<file path="src/rtl/core/srr_pkg.sv">
// ----------------------------------------------------------------------------
// srr_pkg
// Types, codes and constants of the shift register ROM reader.
// ----------------------------------------------------------------------------
package srr_pkg;

    // Field widths of the channels
    localparam int KIND_W       = 2;
    localparam int ADDR_FIELD_W = 24;
    localparam int BYTE_W       = 8;
    localparam int STATUS_W     = 3;
    localparam int CFG_IDX_W    = 3;
    localparam int CFG_DATA_W   = 8;
    localparam int TICK_W       = 8;

    // Default sizes of the address chain and the data register
    localparam int SRR_ADDR_BITS = 24;
    localparam int SRR_DATA_BITS = 8;

    // Transaction kinds
    localparam logic [KIND_W-1:0] KIND_TICK  = 2'd0;
    localparam logic [KIND_W-1:0] KIND_READ  = 2'd1;
    localparam logic [KIND_W-1:0] KIND_CHECK = 2'd2;

    // Configuration register indexes
    localparam logic [CFG_IDX_W-1:0] CFG_OUT_HALF_PERIOD = 3'd0;
    localparam logic [CFG_IDX_W-1:0] CFG_SER_SETUP       = 3'd1;
    localparam logic [CFG_IDX_W-1:0] CFG_IN_HALF_PERIOD  = 3'd2;
    localparam logic [CFG_IDX_W-1:0] CFG_ROM_SETUP       = 3'd3;
    localparam logic [CFG_IDX_W-1:0] CFG_SETTLE_TIME     = 3'd4;

    // Status codes
    localparam logic [STATUS_W-1:0] ST_IDLE      = 3'd0;
    localparam logic [STATUS_W-1:0] ST_BUSY      = 3'd1;
    localparam logic [STATUS_W-1:0] ST_READ_DONE = 3'd2;
    localparam logic [STATUS_W-1:0] ST_PASS      = 3'd3;
    localparam logic [STATUS_W-1:0] ST_FAIL      = 3'd4;

    // Sequencer phases; every phase from RD_SER on is busy
    typedef enum logic [4:0] {
        PH_IDLE, PH_RDONE, PH_PASS, PH_FAIL,
        RD_SER, RD_CKH, RD_CKL, RD_LTH, RD_LTL, RD_EN, RD_LDH, RD_LDL, RD_MODE,
        RD_SMP, RD_SCL, RD_DIS, RD_END,
        CK_ACLR, CK_AREL, CK_IREL, CK_FL, CK_FH, CK_SMP, CK_SH, CK_JDG, CK_REL
    } phase_t;

    // Timing registers
    typedef struct packed {
        logic [TICK_W-1:0] out_half_period;
        logic [TICK_W-1:0] ser_setup;
        logic [TICK_W-1:0] in_half_period;
        logic [TICK_W-1:0] rom_setup;
        logic [TICK_W-1:0] settle_time;
    } timing_t;

    localparam timing_t TIMING_RESET = '{
        out_half_period: 8'd1, ser_setup: 8'd1, in_half_period: 8'd1,
        rom_setup: 8'd1, settle_time: 8'd1
    };

    // Pin levels
    typedef struct packed {
        logic ser;
        logic shift_clk;
        logic latch_clk;
        logic addr_out_disable;
        logic addr_clear_n;
        logic rom_ce_n;
        logic rom_oe_n;
        logic in_shift_mode;
        logic in_clk;
        logic in_clear_n;
    } pins_t;

    localparam pins_t PINS_RESET = '{
        ser: 1'b0, shift_clk: 1'b0, latch_clk: 1'b0, addr_out_disable: 1'b1,
        addr_clear_n: 1'b1, rom_ce_n: 1'b1, rom_oe_n: 1'b1, in_shift_mode: 1'b0,
        in_clk: 1'b0, in_clear_n: 1'b1
    };

    // One result transaction
    typedef struct packed {
        pins_t               pins;
        logic [BYTE_W-1:0]   data_byte;
        logic [STATUS_W-1:0] status;
    } result_t;

    function automatic logic phase_busy(input phase_t ph);
        return (ph >= RD_SER);
    endfunction

    function automatic logic [STATUS_W-1:0] phase_status(input phase_t ph);
        logic [STATUS_W-1:0] st;
        case (ph)
            PH_IDLE:  st = ST_IDLE;
            PH_RDONE: st = ST_READ_DONE;
            PH_PASS:  st = ST_PASS;
            PH_FAIL:  st = ST_FAIL;
            default:  st = ST_BUSY;
        endcase
        return st;
    endfunction

endpackage

</file>
<file path="src/rtl/core/srr_ifs.sv">
// ----------------------------------------------------------------------------
// srr_ifs
// Channel interfaces: tick input, result output and configuration write.
// ----------------------------------------------------------------------------
interface srr_in_if;
    import srr_pkg::*;
    logic                    valid;
    logic                    ready;
    logic [KIND_W-1:0]       kind;
    logic [ADDR_FIELD_W-1:0] address;
    logic                    serial_in;

    modport source (output valid, kind, address, serial_in, input ready);
    modport sink   (input valid, kind, address, serial_in, output ready);
endinterface

interface srr_out_if;
    import srr_pkg::*;
    logic                valid;
    logic                ready;
    logic                ser;
    logic                shift_clk;
    logic                latch_clk;
    logic                addr_out_disable;
    logic                addr_clear_n;
    logic                rom_ce_n;
    logic                rom_oe_n;
    logic                in_shift_mode;
    logic                in_clk;
    logic                in_clear_n;
    logic [BYTE_W-1:0]   data_byte;
    logic [STATUS_W-1:0] status;

    modport source (output valid, ser, shift_clk, latch_clk, addr_out_disable,
                    addr_clear_n, rom_ce_n, rom_oe_n, in_shift_mode, in_clk,
                    in_clear_n, data_byte, status, input ready);
    modport sink   (input valid, ser, shift_clk, latch_clk, addr_out_disable,
                    addr_clear_n, rom_ce_n, rom_oe_n, in_shift_mode, in_clk,
                    in_clear_n, data_byte, status, output ready);
endinterface

interface srr_cfg_if;
    import srr_pkg::*;
    logic                  valid;
    logic                  ready;
    logic [CFG_IDX_W-1:0]  index;
    logic [CFG_DATA_W-1:0] data;

    modport source (output valid, index, data, input ready);
    modport sink   (input valid, index, data, output ready);
endinterface

</file>
<file path="src/rtl/core/srr_cfg.sv">
// ----------------------------------------------------------------------------
// srr_cfg
// Timing register file, written through the configuration channel.
// ----------------------------------------------------------------------------
module srr_cfg (
    input  logic            clk,
    input  logic            rst_n,
    srr_cfg_if.sink         cfg,
    output srr_pkg::timing_t timing
);
    import srr_pkg::*;

    timing_t timing_reg;
    timing_t timing_next;

    // Always take configuration writes
    assign cfg.ready = 1'b1;

    // Decode the register index; unknown indexes are dropped
    always_comb
    begin
        timing_next = timing_reg;
        if (cfg.valid)
        begin
            case (cfg.index)
                CFG_OUT_HALF_PERIOD: timing_next.out_half_period = cfg.data;
                CFG_SER_SETUP:       timing_next.ser_setup       = cfg.data;
                CFG_IN_HALF_PERIOD:  timing_next.in_half_period  = cfg.data;
                CFG_ROM_SETUP:       timing_next.rom_setup       = cfg.data;
                CFG_SETTLE_TIME:     timing_next.settle_time     = cfg.data;
                default:             timing_next = timing_reg;
            endcase
        end
    end

    always_ff @(posedge clk or negedge rst_n)
    begin
        if (!rst_n)
        begin
            timing_reg <= TIMING_RESET;
        end
        else
        begin
            timing_reg <= timing_next;
        end
    end

    assign timing = timing_reg;

endmodule

</file>
<file path="src/rtl/core/srr_seq.sv">
// ----------------------------------------------------------------------------
// srr_seq
// Pin sequencer: one tick per accepted transaction, state held in registers.
// ----------------------------------------------------------------------------
module srr_seq #(
    parameter int ADDR_BITS = srr_pkg::SRR_ADDR_BITS,
    parameter int DATA_BITS = srr_pkg::SRR_DATA_BITS
) (
    input  logic                              clk,
    input  logic                              rst_n,
    input  logic                              fire,
    input  logic [srr_pkg::KIND_W-1:0]        kind,
    input  logic [srr_pkg::ADDR_FIELD_W-1:0]  address,
    input  logic                              serial_in,
    input  srr_pkg::timing_t                  timing,
    output srr_pkg::result_t                  result
);
    import srr_pkg::*;

    localparam int MAX_BITS = (ADDR_BITS > DATA_BITS) ? ADDR_BITS : DATA_BITS;
    localparam int BIT_W    = $clog2(MAX_BITS + 1);
    localparam int AW_WIDE  = (ADDR_BITS > ADDR_FIELD_W) ? ADDR_BITS : ADDR_FIELD_W;
    localparam logic [BIT_W-1:0] ADDR_LAST = BIT_W'(ADDR_BITS);
    localparam logic [BIT_W-1:0] DATA_LAST = BIT_W'(DATA_BITS);

    phase_t               phase_reg, phase_next;
    logic [TICK_W-1:0]    tick_reg, tick_next;
    logic [BIT_W-1:0]     bit_reg, bit_next;
    logic [ADDR_BITS-1:0] addr_reg, addr_next;
    logic [DATA_BITS-1:0] data_reg, data_next;
    pins_t                pins_reg, pins_next;

    logic [AW_WIDE-1:0]   addr_wide;
    logic [ADDR_BITS-1:0] addr_load;
    logic [BIT_W-1:0]     bit_inc;
    logic                 busy;

    // Fit the address field to the chain length
    assign addr_wide = AW_WIDE'(address);
    assign addr_load = addr_wide[ADDR_BITS-1:0];

    // Start a read or check if idle, then count down or take one step
    always_comb
    begin
        phase_next = phase_reg;
        tick_next  = tick_reg;
        bit_next   = bit_reg;
        addr_next  = addr_reg;
        data_next  = data_reg;
        pins_next  = pins_reg;
        busy       = phase_busy(phase_reg);

        if (!busy && (kind == KIND_READ || kind == KIND_CHECK))
        begin
            tick_next = '0;
            bit_next  = '0;
            busy      = 1'b1;
            if (kind == KIND_READ)
            begin
                addr_next  = addr_load;
                phase_next = RD_SER;
            end
            else
            begin
                phase_next = CK_ACLR;
            end
        end

        bit_inc = bit_next + 1'b1;

        if (busy)
        begin
            if (tick_next != '0)
            begin
                tick_next = tick_next - 1'b1;
            end
            else
            begin
                case (phase_next)
                    RD_SER:
                    begin
                        pins_next.ser = addr_next[ADDR_BITS-1];
                        tick_next     = timing.ser_setup;
                        phase_next    = RD_CKH;
                    end
                    RD_CKH:
                    begin
                        pins_next.shift_clk = 1'b1;
                        tick_next           = timing.out_half_period;
                        phase_next          = RD_CKL;
                    end
                    RD_CKL:
                    begin
                        pins_next.shift_clk = 1'b0;
                        tick_next           = timing.out_half_period;
                        bit_next            = bit_inc;
                        addr_next           = addr_next << 1;
                        phase_next          = (bit_inc < ADDR_LAST) ? RD_SER : RD_LTH;
                    end
                    RD_LTH:
                    begin
                        pins_next.latch_clk = 1'b1;
                        tick_next           = timing.out_half_period;
                        phase_next          = RD_LTL;
                    end
                    RD_LTL:
                    begin
                        pins_next.latch_clk = 1'b0;
                        tick_next           = timing.out_half_period;
                        phase_next          = RD_EN;
                    end
                    RD_EN:
                    begin
                        pins_next.addr_out_disable = 1'b0;
                        pins_next.rom_ce_n         = 1'b0;
                        pins_next.rom_oe_n         = 1'b0;
                        tick_next                  = timing.rom_setup;
                        phase_next                 = RD_LDH;
                    end
                    RD_LDH:
                    begin
                        pins_next.in_clk = 1'b1;
                        tick_next        = timing.in_half_period;
                        phase_next       = RD_LDL;
                    end
                    RD_LDL:
                    begin
                        pins_next.in_clk = 1'b0;
                        tick_next        = timing.in_half_period;
                        phase_next       = RD_MODE;
                    end
                    RD_MODE:
                    begin
                        pins_next.in_shift_mode = 1'b1;
                        tick_next               = timing.settle_time;
                        bit_next                = '0;
                        phase_next              = RD_SMP;
                    end
                    RD_SMP:
                    begin
                        data_next        = {data_next[DATA_BITS-2:0], serial_in};
                        pins_next.in_clk = 1'b1;
                        tick_next        = timing.in_half_period;
                        phase_next       = RD_SCL;
                    end
                    RD_SCL:
                    begin
                        pins_next.in_clk = 1'b0;
                        tick_next        = timing.in_half_period;
                        bit_next         = bit_inc;
                        phase_next       = (bit_inc < DATA_LAST) ? RD_SMP : RD_DIS;
                    end
                    RD_DIS:
                    begin
                        pins_next.addr_out_disable = 1'b1;
                        pins_next.rom_ce_n         = 1'b1;
                        pins_next.rom_oe_n         = 1'b1;
                        pins_next.in_shift_mode    = 1'b0;
                        tick_next                  = timing.settle_time;
                        phase_next                 = RD_END;
                    end
                    RD_END:
                    begin
                        phase_next = PH_RDONE;
                    end
                    CK_ACLR:
                    begin
                        pins_next.addr_out_disable = 1'b1;
                        pins_next.addr_clear_n     = 1'b0;
                        pins_next.shift_clk        = 1'b0;
                        pins_next.latch_clk        = 1'b0;
                        tick_next                  = timing.settle_time;
                        phase_next                 = CK_AREL;
                    end
                    CK_AREL:
                    begin
                        pins_next.addr_clear_n  = 1'b1;
                        pins_next.rom_ce_n      = 1'b1;
                        pins_next.rom_oe_n      = 1'b1;
                        pins_next.in_clk        = 1'b0;
                        pins_next.in_shift_mode = 1'b1;
                        pins_next.in_clear_n    = 1'b0;
                        tick_next               = timing.settle_time;
                        phase_next              = CK_IREL;
                    end
                    CK_IREL:
                    begin
                        pins_next.in_clear_n = 1'b1;
                        tick_next            = timing.in_half_period;
                        bit_next             = '0;
                        phase_next           = CK_FL;
                    end
                    CK_FL:
                    begin
                        pins_next.in_clk = 1'b0;
                        tick_next        = timing.in_half_period;
                        phase_next       = CK_FH;
                    end
                    CK_FH:
                    begin
                        pins_next.in_clk = 1'b1;
                        tick_next        = timing.in_half_period;
                        if (bit_inc < DATA_LAST)
                        begin
                            bit_next   = bit_inc;
                            phase_next = CK_FL;
                        end
                        else
                        begin
                            bit_next   = '0;
                            phase_next = CK_SMP;
                        end
                    end
                    CK_SMP:
                    begin
                        data_next        = {data_next[DATA_BITS-2:0], serial_in};
                        pins_next.in_clk = 1'b0;
                        tick_next        = timing.in_half_period;
                        phase_next       = CK_SH;
                    end
                    CK_SH:
                    begin
                        pins_next.in_clk = 1'b1;
                        tick_next        = timing.in_half_period;
                        bit_next         = bit_inc;
                        phase_next       = (bit_inc < DATA_LAST) ? CK_SMP : CK_JDG;
                    end
                    CK_JDG:
                    begin
                        // Mixed bits fail and leave every pin as it is
                        if (data_next != '0 && data_next != '1)
                        begin
                            phase_next = PH_FAIL;
                        end
                        else
                        begin
                            pins_next.in_clk        = 1'b0;
                            pins_next.in_clear_n    = 1'b0;
                            pins_next.in_shift_mode = 1'b0;
                            tick_next               = timing.settle_time;
                            phase_next              = CK_REL;
                        end
                    end
                    CK_REL:
                    begin
                        pins_next.in_clear_n = 1'b1;
                        phase_next           = PH_PASS;
                    end
                    default:
                    begin
                        phase_next = PH_IDLE;
                    end
                endcase
            end
        end
    end

    // Advance the state on each accepted transaction
    always_ff @(posedge clk or negedge rst_n)
    begin
        if (!rst_n)
        begin
            phase_reg <= PH_IDLE;
            tick_reg  <= '0;
            bit_reg   <= '0;
            addr_reg  <= '0;
            data_reg  <= '0;
            pins_reg  <= PINS_RESET;
        end
        else if (fire)
        begin
            phase_reg <= phase_next;
            tick_reg  <= tick_next;
            bit_reg   <= bit_next;
            addr_reg  <= addr_next;
            data_reg  <= data_next;
            pins_reg  <= pins_next;
        end
    end

    // Build the result of this tick
    always_comb
    begin
        result.pins      = pins_next;
        result.data_byte = (phase_next == PH_RDONE) ? data_next[BYTE_W-1:0] : '0;
        result.status    = phase_status(phase_next);
    end

endmodule

</file>
<file path="src/rtl/core/srr_out_reg.sv">
// ----------------------------------------------------------------------------
// srr_out_reg
// Result register; holds a transaction until the sink takes it.
// ----------------------------------------------------------------------------
module srr_out_reg (
    input  logic             clk,
    input  logic             rst_n,
    input  logic             load,
    input  srr_pkg::result_t result,
    output logic             can_load,
    srr_out_if.source        out_ch
);
    import srr_pkg::*;

    logic    valid_reg, valid_next;
    result_t data_reg;

    // Free when empty or being drained this cycle
    assign can_load = !valid_reg || out_ch.ready;

    always_comb
    begin
        valid_next = valid_reg;
        if (load)
        begin
            valid_next = 1'b1;
        end
        else if (out_ch.ready)
        begin
            valid_next = 1'b0;
        end
    end

    always_ff @(posedge clk or negedge rst_n)
    begin
        if (!rst_n)
        begin
            valid_reg <= 1'b0;
        end
        else
        begin
            valid_reg <= valid_next;
        end
    end

    // Capture the payload on load
    always_ff @(posedge clk)
    begin
        if (load)
        begin
            data_reg <= result;
        end
    end

    assign out_ch.valid            = valid_reg;
    assign out_ch.ser              = data_reg.pins.ser;
    assign out_ch.shift_clk        = data_reg.pins.shift_clk;
    assign out_ch.latch_clk        = data_reg.pins.latch_clk;
    assign out_ch.addr_out_disable = data_reg.pins.addr_out_disable;
    assign out_ch.addr_clear_n     = data_reg.pins.addr_clear_n;
    assign out_ch.rom_ce_n         = data_reg.pins.rom_ce_n;
    assign out_ch.rom_oe_n         = data_reg.pins.rom_oe_n;
    assign out_ch.in_shift_mode    = data_reg.pins.in_shift_mode;
    assign out_ch.in_clk           = data_reg.pins.in_clk;
    assign out_ch.in_clear_n       = data_reg.pins.in_clear_n;
    assign out_ch.data_byte        = data_reg.data_byte;
    assign out_ch.status           = data_reg.status;

endmodule

</file>
<file path="src/rtl/core/shift_register_rom_reader_top.sv">
// ----------------------------------------------------------------------------
// shift_register_rom_reader_top
// Tick-level pin sequencer for a serial-address, serial-data parallel ROM.
// ----------------------------------------------------------------------------
//  channel   direction  payload                               handshake
//  in_ch     sink       kind, address, serial_in              valid/ready
//  out_ch    source     ten pin levels, data_byte, status     valid/ready
//  cfg       sink       index, data (timing registers)        valid/ready
//
//  One tick per clock while in_ch is ready; its result is registered and
//  reaches out_ch in the cycle after acceptance. The sequencer step is the only
//  logic between the state registers and the result register.
//  in_ch is ready whenever the result register is empty or being drained.
//  cfg is always ready. Reset puts the sequencer's pins in their safe level, idle status.
// ----------------------------------------------------------------------------
module shift_register_rom_reader_top #(
    parameter int ADDR_BITS = srr_pkg::SRR_ADDR_BITS,
    parameter int DATA_BITS = srr_pkg::SRR_DATA_BITS
) (
    input  logic      clk,
    input  logic      rst_n,
    srr_in_if.sink    in_ch,
    srr_out_if.source out_ch,
    srr_cfg_if.sink   cfg
);
    import srr_pkg::*;

    timing_t timing;
    result_t result;
    logic    can_load;
    logic    in_fire;

    assign in_ch.ready = can_load;
    assign in_fire     = in_ch.valid && can_load;

    // Timing registers
    srr_cfg u_cfg (
        .clk    (clk),
        .rst_n  (rst_n),
        .cfg    (cfg),
        .timing (timing)
    );

    // Sequencer
    srr_seq #(
        .ADDR_BITS (ADDR_BITS),
        .DATA_BITS (DATA_BITS)
    ) u_seq (
        .clk       (clk),
        .rst_n     (rst_n),
        .fire      (in_fire),
        .kind      (in_ch.kind),
        .address   (in_ch.address),
        .serial_in (in_ch.serial_in),
        .timing    (timing),
        .result    (result)
    );

    // Result register
    srr_out_reg u_out (
        .clk      (clk),
        .rst_n    (rst_n),
        .load     (in_fire),
        .result   (result),
        .can_load (can_load),
        .out_ch   (out_ch)
    );

endmodule

</file>
<file path="src/flat_wrapper.sv">
// flat-port wrapper written by rule: the top's interface ports become plain ports
module shift_register_rom_reader_top_flat import srr_pkg::*;
#(
    parameter int ADDR_BITS = srr_pkg::SRR_ADDR_BITS,
    parameter int DATA_BITS = srr_pkg::SRR_DATA_BITS
)
  (clk, rst_n, in_ch_valid, in_ch_kind, in_ch_address, in_ch_serial_in, in_ch_ready, out_ch_valid, out_ch_ser, out_ch_shift_clk, out_ch_latch_clk, out_ch_addr_out_disable, out_ch_addr_clear_n, out_ch_rom_ce_n, out_ch_rom_oe_n, out_ch_in_shift_mode, out_ch_in_clk, out_ch_in_clear_n, out_ch_data_byte, out_ch_status, out_ch_ready, cfg_valid, cfg_index, cfg_data, cfg_ready);
  srr_in_if in_ch_i ();
  srr_out_if out_ch_i ();
  srr_cfg_if cfg_i ();
  input  logic clk;
  input  logic rst_n;
  input wire logic [$bits(in_ch_i.valid)-1:0] in_ch_valid;
  input wire logic [$bits(in_ch_i.kind)-1:0] in_ch_kind;
  input wire logic [$bits(in_ch_i.address)-1:0] in_ch_address;
  input wire logic [$bits(in_ch_i.serial_in)-1:0] in_ch_serial_in;
  output wire logic [$bits(in_ch_i.ready)-1:0] in_ch_ready;
  output wire logic [$bits(out_ch_i.valid)-1:0] out_ch_valid;
  output wire logic [$bits(out_ch_i.ser)-1:0] out_ch_ser;
  output wire logic [$bits(out_ch_i.shift_clk)-1:0] out_ch_shift_clk;
  output wire logic [$bits(out_ch_i.latch_clk)-1:0] out_ch_latch_clk;
  output wire logic [$bits(out_ch_i.addr_out_disable)-1:0] out_ch_addr_out_disable;
  output wire logic [$bits(out_ch_i.addr_clear_n)-1:0] out_ch_addr_clear_n;
  output wire logic [$bits(out_ch_i.rom_ce_n)-1:0] out_ch_rom_ce_n;
  output wire logic [$bits(out_ch_i.rom_oe_n)-1:0] out_ch_rom_oe_n;
  output wire logic [$bits(out_ch_i.in_shift_mode)-1:0] out_ch_in_shift_mode;
  output wire logic [$bits(out_ch_i.in_clk)-1:0] out_ch_in_clk;
  output wire logic [$bits(out_ch_i.in_clear_n)-1:0] out_ch_in_clear_n;
  output wire logic [$bits(out_ch_i.data_byte)-1:0] out_ch_data_byte;
  output wire logic [$bits(out_ch_i.status)-1:0] out_ch_status;
  input wire logic [$bits(out_ch_i.ready)-1:0] out_ch_ready;
  input wire logic [$bits(cfg_i.valid)-1:0] cfg_valid;
  input wire logic [$bits(cfg_i.index)-1:0] cfg_index;
  input wire logic [$bits(cfg_i.data)-1:0] cfg_data;
  output wire logic [$bits(cfg_i.ready)-1:0] cfg_ready;
  assign in_ch_i.valid = in_ch_valid;
  assign in_ch_i.kind = in_ch_kind;
  assign in_ch_i.address = in_ch_address;
  assign in_ch_i.serial_in = in_ch_serial_in;
  assign in_ch_ready = in_ch_i.ready;
  assign out_ch_valid = out_ch_i.valid;
  assign out_ch_ser = out_ch_i.ser;
  assign out_ch_shift_clk = out_ch_i.shift_clk;
  assign out_ch_latch_clk = out_ch_i.latch_clk;
  assign out_ch_addr_out_disable = out_ch_i.addr_out_disable;
  assign out_ch_addr_clear_n = out_ch_i.addr_clear_n;
  assign out_ch_rom_ce_n = out_ch_i.rom_ce_n;
  assign out_ch_rom_oe_n = out_ch_i.rom_oe_n;
  assign out_ch_in_shift_mode = out_ch_i.in_shift_mode;
  assign out_ch_in_clk = out_ch_i.in_clk;
  assign out_ch_in_clear_n = out_ch_i.in_clear_n;
  assign out_ch_data_byte = out_ch_i.data_byte;
  assign out_ch_status = out_ch_i.status;
  assign out_ch_i.ready = out_ch_ready;
  assign cfg_i.valid = cfg_valid;
  assign cfg_i.index = cfg_index;
  assign cfg_i.data = cfg_data;
  assign cfg_ready = cfg_i.ready;
  shift_register_rom_reader_top #(.ADDR_BITS(ADDR_BITS), .DATA_BITS(DATA_BITS)) u_core (.clk(clk), .rst_n(rst_n), .in_ch(in_ch_i), .out_ch(out_ch_i), .cfg(cfg_i));
endmodule
</file>
<file path="config.mk">
export PLATFORM = sky130hd
export DESIGN_NAME = shift_register_rom_reader_top_flat
export DESIGN_NICKNAME = d
export VERILOG_FILES = /design/src/rtl/core/srr_pkg.sv /design/src/rtl/core/srr_ifs.sv /design/src/rtl/core/srr_cfg.sv /design/src/rtl/core/srr_seq.sv /design/src/rtl/core/srr_out_reg.sv /design/src/rtl/core/shift_register_rom_reader_top.sv /design/src/flat_wrapper.sv
export SDC_FILE = /design/constraint.sdc
export NUM_CORES = 1
export LEC_CHECK = 0
export BUFFER_PORTS_ARGS = -buffer_cell sky130_fd_sc_hd__buf_2
export CORE_UTILIZATION = 60
export CTS_CLUSTER_SIZE = 24
export DETAILED_ROUTE_END_ITERATION = 12
export GPL_ROUTABILITY_DRIVEN = 0
export PLACE_DENSITY = 0.81
export SYNTH_ARGS = -nofsm -noshare
export SYNTH_HDL_FRONTEND = slang
export SYNTH_SLANG_ARGS = --single-unit
</file>
<file path="constraint.sdc">
create_clock -name clk -period 4 [get_ports clk]
set_input_delay 0.2 -clock clk [delete_from_list [all_inputs] [get_ports clk]]
set_output_delay 0.2 -clock clk [all_outputs]
set_load 0.05 [all_outputs]
</file>
==> results.yml <==
synth:
  yosysUniqueCellTypes: 78
  yosys-top-cells-count: "91 x dfrtp_1, 76 x nand2_1, 62 x mux2_2"
  syn-instance-count: 658
  synth_warnings: 0
  synth_top_family_by_area: "multiplexers"
  yosysTopAreaCell: "dfrtp_1"
  ys_seq_elements: 122
  synthArstFlopShare_pct: 82.8
  syn-num-nets: 703
  synth_xor_xnor_area_share_pct: 0.645
  synthFlopType: "dfrtp_1"
  synthMostInstantiatedCell: "dfrtp_1"
  synth_area_per_cell_sq_um: 10.3
  synth_compound_area_share_pct: 15.4
  synth_fa_ha_area_share_pct: 0.369
  synth.top_cell.area_share_pct: 33.6
  syn-cell-area_sq_mm: 0.00679
  ys_seq_area_share_pct: 46.7
  synthMuxAreaShare_pct: 17.5
  synth_area_leaders: "dfrtp_1 34%, mux2_2 10%, edfxtp_1 9.3%"
  synth_edf_count: 21
  synth_simple_gate_area_share_pct: 16.3
global_route:
  grt.busiest_layer: "met2"
  grt_max_degree: 72
  track_usage_pct: 29.0
  gr-usage-met1_pct: 36.8
  antenna_found_initial: 0
  grt_pass1_vias: 5423
  grt_overflow: 0
  grt_util_met2_pct: 48.6
  use_met3_pct: 5.55
  grt_first_pass_wirelength_um: 26100
clocking:
  h-tree-depth: 4
  ctsResizeCount: 0
  cts_tree: "yes"
  postCtsSetupBuffers: 0
  worstSkewPairLatency_ns: 0.41
  cts_hold_buffers: 2
  clock_path_buffers: 2
  root_buffer: "clkbuf_16"
  cts_buffers: 17
  cts_sinks: 122
  path_clk_slew_ns: 0.05
routing:
  viasPerCell: 6.30
  drcViolationCount: 0
  post_drt_wl_per_cell_um: 18.0
  ant_nets: 0
  first_pass_iters: 5
  drtIter0Drc: 477
  wirelength_um: 15800
  vias: 5520
floorplan:
  core-area_sq_mm: 0.0109
  dieArea_sq_mm: 0.0117
  rows: 38
  fp.dieW_um: 108
  start_util_pct: 62.1
  die_y_um: 108
  io_pins: 67
flow_run:
  drv_cap: 0
critical_path:
  required_ns: 4.24
  critical_path.max_fanout: 13
  cp-end-kind: "flop"
  critical_path_class: "flop to flop"
  arrival_ns: 3.51
  start_kind: "flop"
status:
  status: "finished, final reports clean"
power_and_ir_drop:
  p_int_mw: 3.49
  p_seq_share_pct: 34.2
  leakage_nw: 3.22
  powerDensity_mw_per_mm2: 722
  combPwrFrac_pct: 38.5
  power.share.clock_pct: 27.3
  switching_share_pct: 38.6
  max-vdd-ir-drop_uv: 351
  power_switching_mw: 2.20
final_layout:
  layout-drive-gt1-share_pct: 28.5
  final_core_util_pct: 72.1
  antennaDiodeCount: 0
  largest_reg_flops: 40
  post-route-cell-area_sq_mm: 0.00789
  syn_to_final_growth_pct: 16.2
  layout.nets: 768
sta:
  setup_slack_ns: 0.730
  final.setup.tns_ns: 0
  rsz0062_at_grt: "false"
  max_freq_mhz: 306
  finClkSkew_ns: 0.00899
  hold_violations: 0
  setup_viol: 0
  period_minus_slack_ns: 3.27
  post-route-period-util_pct: 81.8
  drv_slew: 0
  tightest_slew_ns: 1.08
  slew-limit-headroom_pct: 27.6
placement:
  port_buffers: 65
  hpwl_um: 10500
  post-place-ws_ns: 0.656
  placed_cell_area_sq_mm: 0.00726
worst_hold_path:
  min_path_type: "input pin to flop"
stage by stage:
step                      std cells  power, mW  hold WS (ns)
final                           876       5.69        0.0445
after global routing            876       6.02        0.0319
after CTS                       876       5.67        0.0302
after detailed placement        842       4.07         0.389
after global placement          842       3.98         0.374
after floorplan                 658       3.54       -0.0956
cell type report:
class | instances | area [sq um]
Sequential cell | 122 | 3170
Tap cell | 140 | 175
Clock inverter | 10 | 111
Clock buffer | 22 | 495
Timing Repair Buffer | 87 | 498
Fill cell | 779 | 3050
Multi-Input combinational cell | 488 | 3410
Inverter | 7 | 26.3
routing by layer:
layer	vias up	share of wire, %
met4	0	2.2
met2	247	49
met5	-	0
met3	36	6.2
li1	2562	-
met1	2675	42
power by group through the flow:
stage	logic (mW)	registers, mW	clock network [mW]
finish	2.19	1.95	1.55
floorplan	1.60	1.93	0
CTS	2.16	1.93	1.57
detailed placement	2.12	1.95	0
global placement	2.05	1.92	0
global route	2.41	1.99	1.63
worst paths after layout:
check	startpoint	slack, ns	endpoint	cells after the start
setup reg to reg	u_core.u_seq.phase_reg[4]	0.73	u_core.u_out.out_ch.data_byte[3]	8
setup / recovery	u_core.u_seq.phase_reg[4]	0.73	u_core.u_out.out_ch.data_byte[3]	8
max in group asynchronous	rst_n	2.56	u_core.u_cfg.timing[0]	3
hold reg to reg	u_core.u_seq.addr_reg[10]	0.48	u_core.u_seq.addr_reg[10]	2
hold / removal	in_ch_serial_in	0.04	u_core.u_seq.data_reg[0]	2
min in group asynchronous	rst_n	0.46	u_core.u_seq.addr_reg[16]	2
layout by cell type (no fill, tap or decap), types with 12 or more instances in the layout:
master,count
mux2i_1,33
mux2_2,62
o21ai_1,17
clkbuf_16,18
o21ai_0,36
dfrtp_1,91
nand2_1,76
mux2_1,13
nand3_1,18
buf_4,21
a21oi_1,22
nor3_1,15
buf_2,64
edfxtp_1,21
nor2_1,38
o31ai_1,12
logic make-up after synthesis:
| family | count (synthesis) |
|---|---|
| AO/OA/AOI/OAI | 155 |
| flip-flops | 122 |
| adder cells (fa/ha/maj) | 2 |
| other | 1 |
| AND/OR/NAND/NOR | 216 |
| multiplexers | 109 |
| XOR/XNOR | 5 |
| buffers and inverters | 48 |
worst max-delay path, cell delays in order, from the launching register on:
cell	delay (ns)
dfrtp_1	0.44
buf_4	0.21
nor4_2	0.81
buf_4	0.28
o21a_1	0.41
nor2_1	0.09
a21oi_1	0.31
nand4_2	0.28
nor3_1	0.26
No activity file was read; power rests on OpenSTA's default activity.
